`src/hw/rtl/bda_pkg.sv`:
```
// ---------------------------------------------------------------------------
// bda_pkg
// Shared types and constants of the binary to decimal ASCII converter.
// ---------------------------------------------------------------------------
`default_nettype none

package bda_pkg;

    localparam int BIN_WIDTH   = 32;
    localparam int STEP_W      = $clog2(BIN_WIDTH);
    localparam int DIGIT_WIDTH = 4;
    localparam int CHAR_WIDTH  = 6;

    localparam logic [CHAR_WIDTH-1:0] ASCII_ZERO = 6'd48;

    // Controller to datapath commands.
    typedef struct packed {
        logic load;       // capture a new value, clear BCD register
        logic step;       // one shift-and-adjust iteration
        logic shift_out;  // drop the digit just transferred
    } t_dp_cmd;

endpackage

`default_nettype wire

```
`src/hw/rtl/bda_datapath.sv`:
```
// ---------------------------------------------------------------------------
// bda_datapath
// Double dabble shift register and digit output register.
// ---------------------------------------------------------------------------
`default_nettype none

module bda_datapath
    import bda_pkg::*;
#(
    parameter int NUM_DIGITS = 11
) (
    input  wire logic                  i_clk,
    input  wire t_dp_cmd               i_cmd,
    input  wire logic [BIN_WIDTH-1:0]  i_value,
    output logic      [CHAR_WIDTH-1:0] o_ascii_char
);

    localparam int BCD_W = NUM_DIGITS * DIGIT_WIDTH;

    logic [BIN_WIDTH-1:0] r_bin;
    logic [BIN_WIDTH-1:0] n_bin;
    logic [BCD_W-1:0]     r_bcd;
    logic [BCD_W-1:0]     n_bcd;
    logic [BCD_W-1:0]     adj_bcd;

    // Add 3 to every digit of 5 or more, digits are independent.
    always_comb begin
        logic [DIGIT_WIDTH-1:0] d;
        for (int g = 0; g < NUM_DIGITS; g++) begin
            d = r_bcd[g*DIGIT_WIDTH +: DIGIT_WIDTH];
            adj_bcd[g*DIGIT_WIDTH +: DIGIT_WIDTH] = (d >= 4'd5) ? d + 4'd3 : d;
        end
    end

    always_comb begin
        n_bin = r_bin;
        n_bcd = r_bcd;
        if (i_cmd.load) begin
            n_bin = i_value;
            n_bcd = '0;
        end else if (i_cmd.step) begin
            n_bin = {r_bin[BIN_WIDTH-2:0], 1'b0};
            n_bcd = {adj_bcd[BCD_W-2:0], r_bin[BIN_WIDTH-1]};
        end else if (i_cmd.shift_out) begin
            n_bcd = {r_bcd[BCD_W-DIGIT_WIDTH-1:0], {DIGIT_WIDTH{1'b0}}};
        end
    end

    always_ff @(posedge i_clk) begin
        r_bin <= n_bin;
        r_bcd <= n_bcd;
    end

    assign o_ascii_char = ASCII_ZERO
                        + {2'b00, r_bcd[BCD_W-1 -: DIGIT_WIDTH]};

endmodule

`default_nettype wire

```
`src/hw/rtl/bda_ctrl.sv`:
```
// ---------------------------------------------------------------------------
// bda_ctrl
// Sequencer: accept, 32 conversion steps, then one transfer per digit.
// ---------------------------------------------------------------------------
`default_nettype none

module bda_ctrl
    import bda_pkg::*;
#(
    parameter int NUM_DIGITS = 11
) (
    input  wire logic i_clk,
    input  wire logic i_rst_n,
    input  wire logic i_valid,
    input  wire logic i_stall,
    output t_dp_cmd   o_cmd,
    output logic      o_busy,
    output logic      o_valid,
    output logic      o_last
);

    localparam int POS_W = $clog2(NUM_DIGITS);
    localparam logic [POS_W-1:0]  LAST_POS  = POS_W'(NUM_DIGITS - 1);
    localparam logic [STEP_W-1:0] LAST_STEP = STEP_W'(BIN_WIDTH - 1);

    typedef enum logic [1:0] {
        S_IDLE,
        S_CONV,
        S_EMIT
    } t_state;

    t_state            r_state;
    logic [STEP_W-1:0] r_step;
    logic [POS_W-1:0]  r_pos;
    logic              r_valid;
    logic              r_last;
    logic              take_in;
    logic              take_out;

    assign take_in  = (r_state == S_IDLE) && i_valid;
    assign take_out = r_valid && !i_stall;

    assign o_cmd.load      = take_in;
    assign o_cmd.step      = (r_state == S_CONV);
    assign o_cmd.shift_out = take_out;

    always_ff @(posedge i_clk) begin
        if (!i_rst_n) begin
            r_state <= S_IDLE;
            r_step  <= '0;
            r_pos   <= '0;
            r_valid <= 1'b0;
            r_last  <= 1'b0;
        end else begin
            unique case (r_state)
                S_IDLE: begin
                    if (i_valid) begin
                        r_state <= S_CONV;
                        r_step  <= '0;
                    end
                end
                S_CONV: begin
                    r_step <= r_step + 1'b1;
                    if (r_step == LAST_STEP) begin
                        r_state <= S_EMIT;
                        r_pos   <= '0;
                        r_valid <= 1'b1;
                        r_last  <= 1'b0;
                    end
                end
                S_EMIT: begin
                    if (take_out) begin
                        if (r_pos == LAST_POS) begin
                            r_state <= S_IDLE;
                            r_valid <= 1'b0;
                            r_last  <= 1'b0;
                        end else begin
                            r_pos  <= r_pos + 1'b1;
                            r_last <= (r_pos + 1'b1) == LAST_POS;
                        end
                    end
                end
                default: begin
                    r_state <= S_IDLE;
                    r_valid <= 1'b0;
                    r_last  <= 1'b0;
                end
            endcase
        end
    end

    assign o_busy  = (r_state != S_IDLE);
    assign o_valid = r_valid;
    assign o_last  = r_last;

endmodule

`default_nettype wire

```
`src/hw/rtl/binary_to_decimal_ascii_top.sv`:
```
// ---------------------------------------------------------------------------
// binary_to_decimal_ascii_top
// Unsigned 32-bit binary to NUM_DIGITS ASCII decimal characters.
// ---------------------------------------------------------------------------
// One 32-bit value is taken on the input channel and converted by a double
// dabble shift-and-add-3 loop, one binary bit per cycle. The result then
// leaves as NUM_DIGITS ASCII characters, most significant first with leading
// zeros kept ('0' always leads with the default of eleven), one transfer per
// cycle while i_stall is low; o_last marks the least significant digit. One
// value occupies the block through the input transfer, the shift loop of the
// datapath and the digit-by-digit output, so a new value is taken only after
// the last digit of the previous one has left. o_stall stays high from the
// input transfer until the last digit has been transferred.
`default_nettype none

module binary_to_decimal_ascii_top
    import bda_pkg::*;
#(
    parameter int NUM_DIGITS = 11   // 10 to 16
) (
    input  wire logic        i_clk,
    input  wire logic        i_rst_n,
    // input channel
    input  wire logic        i_valid,
    output logic             o_stall,
    input  wire logic [31:0] i_value,
    // output channel
    output logic             o_valid,
    input  wire logic        i_stall,
    output logic      [5:0]  o_ascii_char,
    output logic             o_last
);

    t_dp_cmd cmd;   // sequencer commands into the datapath
    logic    busy;

    // Sequencer: owns the step and digit counters and both handshakes.
    bda_ctrl #(
        .NUM_DIGITS (NUM_DIGITS)
    ) u_ctrl (
        .i_clk   (i_clk),
        .i_rst_n (i_rst_n),
        .i_valid (i_valid),
        .i_stall (i_stall),
        .o_cmd   (cmd),
        .o_busy  (busy),
        .o_valid (o_valid),
        .o_last  (o_last)
    );

    // Datapath: binary shift register, BCD register, ASCII offset.
    bda_datapath #(
        .NUM_DIGITS (NUM_DIGITS)
    ) u_dp (
        .i_clk        (i_clk),
        .i_cmd        (cmd),
        .i_value      (i_value),
        .o_ascii_char (o_ascii_char)
    );

    // New values are refused for the whole conversion and output run.
    assign o_stall = busy;

endmodule

`default_nettype wire

```
`config.mk`:
```
export PLATFORM = sky130hd
export DESIGN_NAME = binary_to_decimal_ascii_top
export DESIGN_NICKNAME = d
export VERILOG_FILES = /design/src/hw/rtl/bda_pkg.sv /design/src/hw/rtl/bda_datapath.sv /design/src/hw/rtl/bda_ctrl.sv /design/src/hw/rtl/binary_to_decimal_ascii_top.sv
export SDC_FILE = /design/constraint.sdc
export NUM_CORES = 1
export LEC_CHECK = 0
export ABC_AREA = 1
export BUFFER_PORTS_ARGS = -buffer_cell sky130_fd_sc_hd__buf_2
export CORE_MARGIN = 3
export CORE_UTILIZATION = 54
export CTS_BUF_LIST = sky130_fd_sc_hd__clkbuf_4 sky130_fd_sc_hd__clkbuf_8 sky130_fd_sc_hd__clkbuf_16
export CTS_CLUSTER_SIZE = 20
export DETAILED_ROUTE_END_ITERATION = 16
export PLACE_DENSITY = 0.88
export SLEW_MARGIN = 25
export SYNTH_ARGS = -nofsm -noshare
export SYNTH_HDL_FRONTEND = slang
export SYNTH_HIERARCHICAL = 1
export SYNTH_SLANG_ARGS = --single-unit
```
`constraint.sdc`:
```
create_clock -name i_clk -period 2.08 [get_ports i_clk]
set_input_delay 0.416 -clock i_clk [delete_from_list [all_inputs] [get_ports i_clk]]
set_output_delay 0.416 -clock i_clk [all_outputs]
set_load 0.005 [all_outputs]
```
==> flow_metrics.tcl, run 1 <==
set metrics [dict create \
    cts-buffers-inserted 9 \
    root_buffer_cell "sky130_fd_sc_hd__clkbuf_8" \
    gr-total-overflow 0 \
    leakagePower_nw 2.634 \
    insertedDiodeCount 0 \
    crit_path_top_delay_cell "sky130_fd_sc_hd__buf_4" \
    worstSetupPathDepth 9 \
    drt-initial-drc-count 225 \
    count_of_cell_types_in_the_netlist 35 \
    synth_edf_count 32 \
    slowest_delay_ns 0.45 \
    utilization_pct 60.31 \
    critPathLaunchType "flop" \
    worst_r2r_path_depth 9 \
    route.vias.total 4587 \
    timing.hold.worst.class "primary input to flop" \
    run_status "finished clean" \
    h_tree_depth 3 \
    synthFlopType "sky130_fd_sc_hd__dfxtp_1" \
    initial_core_util_pct 56.36 \
    wire_per_inst_um 11.92 \
    post_cts.repair.setup_buffers 0 \
    routed_via_density 5.230 \
    ys.warnings.count 6 \
    p_total_mw 7.667 \
    max-cap-violations 0 \
    grt_start_max_net_pins 50 \
    hold-path-endpoint "u_dp/r_bin[0]" \
    clock_skew_ns 0.01188 \
    hpwl_um 6931 \
    final_min_period_over_clock_period_pct 82.02 \
    finalCriticalPeriod_ns 1.706 \
    design.portCount 45 \
    tritoncts_clock_tree "done" \
    first_global_vias 4210 \
    synthesis.area_per_instance_sq_um 7.390 \
    hold_path_depth 3 \
    drcViolationCount 0 \
    seq_area_frac_synth_pct 39.61 \
    cts.path.max_buffers 2 \
    critical-path-top-delay-family "buffers and inverters" \
    final_max_slew_viol_count 0 \
    timing.reg2reg.setup_slack_ns 0.37 \
    design.final.nets 806 \
    clock_insertion_delay_worst_skew_ns 0.36 \
    synth-async-reset-ratio_pct 0 \
    synthesis.instances 718 \
    hold_buffers 0 \
    hold_start "i_value[0]" \
    worst_ep_arrival_time_ns 1.95 \
    cts_resized 0 \
    grt_pass1_wl_um 18130 \
    design.core.area_sq_um 9415 \
    crit-reg2reg-launch "u_ctrl/r_state[1]" \
    fp.dieArea_sq_um 11050 \
    placementRows 35 \
    wl_um 10450 \
    combined_global_route_utilization_of_all_metal_layers_pct 19.45 \
    capture_instance_of_the_worst_register_to_register_path "u_dp/r_bcd[5]" \
    series_of_cell_instances_along_the_critical_path "inv_1 -> nand2_4 -> inv_2 -> buf_4 -> nor2_1 -> a21oi_1 -> nand2_1 -> nand2_1 -> a21oi_1" \
    end_kind "flop" \
    die_height_um 105.1 \
    crit_path_required_time_ns 2.32 \
    number_of_antenna_violations_at_the_first_check_in_global_routing 0 \
    globalplace.congestion 0.8310 \
    critical_path.max_fanout 49 \
    power.density_cell_area_nw_per_um2 1350 \
    setup_total_negative_slack_ns 0 \
    cts_num_sinks 89 \
    cts.clk_slew.worst_paths_ns 0.10 \
    tightest_slew_ns 0.5238 \
    critical_path_buf_inv_count 3 \
    mappedNetlistArea_sq_um 5306 \
    drtAntennaViolNets 0 \
    syn_to_final_growth_pct 7.003 \
    die_w_um 105.1 \
    timing_hold_violations_final 0 \
    timing_worst_setup_path_type "flop to flop" \
    final_layout_size_suffix_gt1_share_pct 12.83 \
    setup_viol_count_final 0 \
    grt_setup_unrepaired "no" \
    max_freq_mhz 586.2 \
    ys_seq_elements 89 \
    drt-pass1-iter-count 5 \
    ir_drop_uv 560.2 \
    port-buffer-count 42 \
    worst_slew_margin_rel_pct 65.08 \
]
-- placed cells by master, fill, tap and decap left out, drive strengths merged --
cell,synthesis,routed
nand2,220,220
inv,100,104
o21ai,67,67
a21oi,59,59
dfxtp,57,57
nand3,55,55
buf,29,48
edfxtp,32,32
ha,27,27
nor2,21,21
nand4,12,12
xor2,12,12
clkbuf,6,9
a211oi,6,6
nor3,6,6
or2,2,2
o21bai,2,2
a31oi,2,2
conb,1,2
clkinv,0,2
clkinvlp,0,1
and2,1,1
o211ai,1,1
-- per-stage QoR --
stage	hold WS (ns)	worst slack, ns	std cells	instance area (sq um)
after floorplan	0.4433	0.1570	719	5313
after global placement	0.4608	0.4238	861	5484
after detailed placement	0.4747	0.3851	861	5484
after CTS	0.2941	0.3747	877	5678
after global routing	0.3101	0.2271	877	5678
final	0.3143	0.3740	877	5678
-- layout make-up --
cell class,instances,area [sq um]
repair buffers,48,255.2
multi-input cells,495,2580
inverters,100,385.4
clock buffers,9,123.9
clock inverters,7,70.07
flip-flops and latches,89,2102
fillers,848,3737
well taps,129,161.4
-- cells in the mapped netlist, types with 11 or more instances --
cell type                    n  area, sq um
sky130_fd_sc_hd__nand2_1   213        799.5
sky130_fd_sc_hd__inv_1      92        345.3
sky130_fd_sc_hd__a21oi_1    58        290.3
sky130_fd_sc_hd__dfxtp_1    57         1141
sky130_fd_sc_hd__nand3_1    54        270.3
sky130_fd_sc_hd__o21ai_1    34        170.2
sky130_fd_sc_hd__o21ai_0    33        165.2
sky130_fd_sc_hd__edfxtp_1   32        960.9
sky130_fd_sc_hd__ha_1       27        337.8
sky130_fd_sc_hd__nor2_1     16        60.06
sky130_fd_sc_hd__nand4_1    12        75.07
sky130_fd_sc_hd__xor2_1     12        105.1
sky130_fd_sc_hd__buf_4      11        82.58
-- registers in the layout (all words and copies together), names as in the netlist --
register,count
u_dp/r_bcd,44
u_dp/r_bin,32
u_ctrl/r_step,5
u_ctrl/r_pos,4
u_ctrl/r_state,2
u_ctrl/o_last,1
u_ctrl/o_valid,1
-- worst max-delay path by stage --
stage                           endpoint  slack [ns]               from
after global routing      u_dp/r_bcd[30]        0.23  u_ctrl/r_state[1]
after detailed placement   u_ctrl/o_last        0.39   u_ctrl/r_step[0]
after global placement     u_ctrl/o_last        0.42   u_ctrl/r_step[0]
after floorplan            u_dp/r_bin[0]        0.16  u_ctrl/r_state[0]
after CTS                  u_dp/r_bcd[5]        0.37  u_ctrl/r_state[1]
final                      u_dp/r_bcd[5]        0.37  u_ctrl/r_state[1]
-- layer usage --
metal / share of wire (%) / wire length [um] / vias up / global-route usage [%]
li1: - / - / 2368 / -
met1: 46 / 4759 / 2080 / 25.50
met2: 49 / 5100 / 130 / 33.13
met3: 4.7 / 493 / 9 / 2.656
met4: 0.94 / 98 / 0 / 6.279
met5: 0 / 0 / - / 0
-- worst min-delay path, cell delays in order --
cell and delay, ns:
sky130_fd_sc_hd__buf_2 0.07, sky130_fd_sc_hd__nand2_1 0.04, sky130_fd_sc_hd__inv_1 0.04
-- cell families (layout without fill, tap and decap cells) --
kind of cell	after synthesis	after routing	synth area share, %
flops	89	89	39.61
buf+inv	135	164	11.88
simple gates	317	317	26.06
xor+xnor	12	12	1.981
compound gates	137	137	14.03
fa+ha+maj	27	27	6.366
other cells	1	2	0.07067
-- power breakdown --
part	internal (mW)	switching [mW]	leakage, nW
sequential	2.61	0.524	0.784
combinational	1.24	2.14	1.75
clock	0.468	0.692	0.0955
Note: power is estimated with default switching activity, not from simulation.
==> inputs of run 2 (changes only) <==
Settings changed: CORE_UTILIZATION 54 to 55, PLACE_DENSITY 0.88 to 0.86.
Clock period 2.08 ns to 1.8 ns, I/O delays scaled along.
==> run 2 against run 1 <==
  * Clock power is 16% higher
  * Die area is 1.7% lower
  * Hold slack got worse by 0.060 ns
  * Combinational power increased by 23%
  * Final cell count up 0.91%
  * First-iteration DRC count rose by 62%
  * Critical path depth grew 1
  * Critical endpoint is now u_ctrl/o_valid
  * Non-clock buffer count up 8
  * Sequential power rose by 16%
  * Design area increased by 1.5%
  * Highest routed layer unchanged
==> flow_metrics.tcl, run 2 (synthesis gave the netlist of run 1 again) <==
set metrics [dict create \
    setup_total_negative_slack_ns 0 \
    design.core.area_sq_um 9328 \
    port-buffer-count 42 \
    h_tree_depth 3 \
    fp.dieArea_sq_um 10860 \
    finalCriticalPeriod_ns 1.699 \
    tritoncts_clock_tree "done" \
    series_of_cell_instances_along_the_critical_path "ha_1 -> nand2_1 -> nor2_1 -> ha_1 -> nor2_4 -> nor2_4 -> buf_4 -> nand2_2 -> nand2_2 -> a21oi_2" \
    setup_viol_count_final 0 \
    worst_ep_arrival_time_ns 1.95 \
    final_common_cell "sky130_fd_sc_hd__nand2_1" \
    largest_register "u_dp/r_bcd" \
    die_w_um 104.2 \
    gr-total-overflow 0 \
    final_min_period_over_clock_period_pct 94.41 \
    clock_skew_ns 0.008928 \
    final_layout_size_suffix_gt1_share_pct 13.76 \
    run_status "finished clean" \
    critical_path_buf_inv_count 1 \
    number_of_antenna_violations_at_the_first_check_in_global_routing 0 \
    insertedDiodeCount 0 \
    cts-buffers-inserted 9 \
    hpwl_um 7565 \
    max-cap-violations 0 \
    drt-initial-drc-count 365 \
    clock_insertion_delay_worst_skew_ns 0.36 \
    p_total_mw 9.146 \
    wl_um 11460 \
    slowest_delay_ns 0.42 \
    timing.hold.worst.class "primary input to flop" \
    cts.clk_slew.worst_paths_ns 0.10 \
    route.vias.total 4753 \
    crit_path_top_delay_cell "sky130_fd_sc_hd__dfxtp_1" \
    grt_start_max_net_pins 50 \
    first_global_vias 4493 \
    design.final.nets 814 \
    critical-path-top-delay-family "simple AND/OR/NAND/NOR gates" \
    final_max_slew_viol_count 0 \
    timing_worst_setup_path_type "flop to flop" \
    placed_cell_count 864 \
    power.density_cell_area_nw_per_um2 1587 \
    leakagePower_nw 2.680 \
    largest_register_ff_count 44 \
    drtAntennaViolNets 0 \
    initial_core_util_pct 56.89 \
    ir_drop_uv 840.6 \
    globalplace.congestion 0.7857 \
    cts.path.max_buffers 2 \
    crit_path_required_time_ns 2.05 \
    timing_hold_violations_final 0 \
    die_height_um 104.2 \
    design.portCount 45 \
    reg.largest.list "u_dp/r_bcd: 44 flops, u_dp/r_bin: 32 flops, u_ctrl/r_step: 5 flops" \
    routed_via_density 5.371 \
    cts_num_sinks 89 \
    drt-pass1-iter-count 5 \
    root_buffer_cell "sky130_fd_sc_hd__clkbuf_8" \
    critPathLaunchType "flop" \
    hold_buffers 0 \
    combined_global_route_utilization_of_all_metal_layers_pct 21.02 \
    grt_pass1_wl_um 19440 \
    drcViolationCount 0 \
    max_freq_mhz 588.4 \
    fin_hold_ws_ns 0.2545 \
    end_kind "flop" \
    wire_per_inst_um 12.95 \
    layoutNonFillerInstCount 885 \
    mostFrequentLayoutCells "212 x sky130_fd_sc_hd__nand2_1, 92 x sky130_fd_sc_hd__inv_1, 58 x sky130_fd_sc_hd__a21oi_1" \
    placementRows 35 \
    critical_path.max_fanout 7 \
    syn_to_final_growth_pct 8.607 \
]
[run 2: power by group]
group          internal (mW)  leakage (nW)  switching, mW  total (mW)
sequential              3.01         0.784          0.614        3.63
clock                  0.539        0.0947          0.814        1.35
combinational           1.55          1.80           2.61        4.16
total                   5.11          2.68           4.04        9.15
[run 2: through the flow]
step | instance area (sq um) | setup WS, ns | util, %
floorplan | 5318 | 0.06414 | -
global placement | 5537 | 0.2197 | 59.36
detailed placement | 5537 | 0.09477 | 59.36
CTS | 5725 | 0.08310 | 61.38
global route | 5763 | -0.001360 | 61.78
finish | 5763 | 0.1006 | 61.78
[run 2: path summary, 6_finish.rpt]
check | from | endpoint | slack, ns | cells after the start
worst max-delay path | u_ctrl/r_step[0] | u_ctrl/o_valid | 0.10 | 10
worst min-delay path | i_value[23] | u_dp/r_bin[23] | 0.25 | 3
worst max register to register | u_ctrl/r_step[0] | u_ctrl/o_valid | 0.10 | 10
worst min register to register | u_ctrl/r_step[4] | u_ctrl/r_step[4] | 0.49 | 2
[run 2: final cells by class]
cell class,instances,area [sq um]
fill,769,3565
clock inverter,7,65.06
inverter,100,385.4
multi-input combinational,495,2585
tap,129,161.4
timing repair buffer,56,340.3
clock buffer,9,123.9
sequential,89,2102
[run 2: worst register-to-register path, stage by stage (launching register included)]
cell	delay (ns)
sky130_fd_sc_hd__dfxtp_1	0.42
sky130_fd_sc_hd__ha_1	0.20
sky130_fd_sc_hd__nand2_1	0.08
sky130_fd_sc_hd__nor2_1	0.10
sky130_fd_sc_hd__ha_1	0.24
sky130_fd_sc_hd__nor2_4	0.07
sky130_fd_sc_hd__nor2_4	0.17
sky130_fd_sc_hd__buf_4	0.16
sky130_fd_sc_hd__nand2_2	0.06
sky130_fd_sc_hd__nand2_2	0.06
sky130_fd_sc_hd__a21oi_2	0.04
[run 2: layer usage]
layer	track usage (%)	wire (um)	vias up
met2	36.86	5657	160
met5	0	0	-
li1	-	-	2386
met1	25.47	4984	2181
met4	7.312	193	0
met3	4.531	628	26
[run 2: repair_timing]
action | in CTS | in global routing
setup endpoints to repair | 0 | 3
gates resized for setup | 0 | 0
buffers inserted | 0 | 5
==> inputs of run 3 (changes only) <==
Clock period 1.8 ns to 1.7 ns, I/O delays scaled along.
==> run 3 against run 2 <==
  * Critical endpoint is now u_dp/r_bcd[14]
  * Hold slack got worse by 0.020 ns
  * Register-to-register slack barely moved
  * Wire length rose by 1.8%
==> flow_metrics.tcl, run 3 (synthesis gave the netlist of run 1 again) <==
set metrics [dict create \
    ir_drop_uv 723.3 \
    timing.hold.worst.class "primary input to flop" \
    tritoncts_clock_tree "done" \
    cts.path.max_buffers 2 \
    finish.instance_area_sq_um 5747 \
    drtAntennaViolNets 0 \
    number_of_antenna_violations_at_the_first_check_in_global_routing 0 \
    run_status "finished clean" \
    final_min_period_over_clock_period_pct 94.09 \
    setup_viol_count_final 0 \
    critical_path.max_fanout 41 \
    reg.largest.list "u_dp/r_bcd: 44 flops, u_dp/r_bin: 32 flops, u_ctrl/r_step: 5 flops" \
    syn_to_final_growth_pct 8.300 \
    routed_via_density 5.415 \
    globalplace.congestion 0.8415 \
    layoutNonFillerInstCount 881 \
    switching_share_pct 44.34 \
    design.core.area_sq_um 9328 \
    share_comb_of_total_power_pct 45.3 \
    design.portCount 45 \
    placed_cell_area_sq_um 5545 \
    power.density_cell_area_nw_per_um2 1669 \
    first_global_vias 4564 \
    crit_path_required_time_ns 1.96 \
    cts.clk_slew.worst_paths_ns 0.10 \
    hold_path_depth 3 \
    drcViolationCount 0 \
    hold-path-endpoint "u_dp/r_bin[0]" \
    insertedDiodeCount 0 \
    max_freq_mhz 625.2 \
    largest_register "u_dp/r_bcd" \
    largest_register_ff_count 44 \
    mostFrequentLayoutCells "212 x sky130_fd_sc_hd__nand2_1, 92 x sky130_fd_sc_hd__inv_1, 58 x sky130_fd_sc_hd__a21oi_1" \
    clock_insertion_delay_worst_skew_ns 0.36 \
    wl_um 11670 \
    design.final.nets 810 \
    proportion_of_power_drawn_by_flip_flops_and_latches_pct 40.2 \
    final_layout_size_suffix_gt1_share_pct 13.70 \
    drt-initial-drc-count 302 \
    initial_core_util_pct 56.89 \
    combined_global_route_utilization_of_all_metal_layers_pct 21.73 \
    end_kind "flop" \
    multi_input_comb_area_sq_um 2603 \
    hold_buffers 0 \
    capture_instance_of_the_worst_register_to_register_path "u_dp/r_bcd[14]" \
    hpwl_um 7971 \
    die_height_um 104.2 \
    cts-buffers-inserted 9 \
    timing_worst_setup_path_type "flop to flop" \
    root_buffer_cell "sky130_fd_sc_hd__clkbuf_8" \
    power_frac_clock_pct 14.5 \
    area.sequential_sq_um 2105 \
    worst_ep_arrival_time_ns 1.86 \
    timing.reg2reg.setup_slack_ns 0.10 \
    die_w_um 104.2 \
    wire_per_inst_um 13.25 \
    timing_hold_violations_final 0 \
    worst_r2r_path_depth 9 \
    p_int_mw 5.340 \
    leakagePower_nw 2.658 \
    critPathLaunchType "flop" \
    grt_pass1_wl_um 19860 \
    hold_start "i_value[0]" \
    route.vias.total 4771 \
    fp.dieArea_sq_um 10860 \
    crit-reg2reg-launch "u_ctrl/r_state[1]" \
    grt_start_max_net_pins 50 \
    gr-total-overflow 0 \
    grt_setup_unrepaired "yes" \
    max-cap-violations 0 \
    placementRows 35 \
    h_tree_depth 3 \
    post_cts.repair.setup_buffers 0 \
    final_max_slew_viol_count 0 \
    fillcell_total 794 \
    setup_total_negative_slack_ns 0 \
    net-switching-power_mw 4.253 \
    final_common_cell "sky130_fd_sc_hd__nand2_1" \
    cts_num_sinks 89 \
    port-buffer-count 42 \
    drt-pass1-iter-count 5 \
    placed_cell_count 864 \
    clock_skew_ns 0.01264 \
    finalCriticalPeriod_ns 1.600 \
]
[run 3: area by class of cell]
cell class                      instances  share of cell area (%)
Multi-Input combinational cell        496                   45.29
Sequential cell                        89                   36.62
Inverter                              100                   6.749
Timing Repair Buffer                   51                   5.269
Tap cell                              129                   2.809
Clock buffer                            9                   2.155
Clock inverter                          7                   1.110
[run 3: critical path, stage by stage, from the launching register on]
cell,delay [ns]
sky130_fd_sc_hd__dfxtp_1,0.38
sky130_fd_sc_hd__inv_1,0.09
sky130_fd_sc_hd__nand2_4,0.12
sky130_fd_sc_hd__inv_2,0.09
sky130_fd_sc_hd__inv_8,0.16
sky130_fd_sc_hd__nand2_8,0.20
sky130_fd_sc_hd__inv_6,0.21
sky130_fd_sc_hd__a21oi_1,0.10
sky130_fd_sc_hd__nand2_1,0.09
sky130_fd_sc_hd__inv_1,0.04
[run 3: worst max path at each step]
stage	start	endpoint	slack, ns	cells past startpoint
floorplan	u_ctrl/r_state[0]	u_dp/r_bin[0]	0.05	8
global placement	u_ctrl/r_step[0]	u_ctrl/o_last	0.13	9
detailed placement	u_ctrl/r_step[0]	u_ctrl/o_last	0.02	9
CTS	u_ctrl/r_state[1]	u_dp/r_bcd[14]	0.08	9
global route	u_ctrl/r_step[0]	u_ctrl/o_last	-0.03	9
finish	u_ctrl/r_state[1]	u_dp/r_bcd[14]	0.10	9
[run 3: metrics by stage]
step	setup WS [ns]	utilization, %	hold slack [ns]	power [mW]
floorplan	0.05376	-	0.4433	7.229
global placement	0.1263	59.45	0.4585	7.797
detailed placement	0.02207	59.45	0.4690	8.139
CTS	0.07540	61.53	0.2223	9.559
global route	-0.02812	61.61	0.2294	10.45
finish	0.1004	61.61	0.2343	9.593
[run 3: power by group through the flow]
stage                     Sequential, mW  Clock [mW]  Combinational, mW
after floorplan                     3.68           0               3.55
after global placement              3.81           0               3.99
after detailed placement            3.87           0               4.27
after CTS                           3.83        1.41               4.32
after global routing                3.96        1.49               5.01
final                               3.85        1.39               4.35
[run 3: layer usage]
layer / up-vias / share of wire [%] / GRT usage, %
met1: 2224 / 43 / 25.91
met4: 0 / 1.7 / 9.972
met2: 161 / 50 / 38.72
met3: 19 / 4.7 / 2.980
li1: 2367 / - / -
met5: - / 0 / 0
[run 3: what timing repair did]
action	4_1_cts	5_1_grt
pin swaps	1	0
setup endpoints to repair	1	14
cloned	1	0
resized for setup	0	4
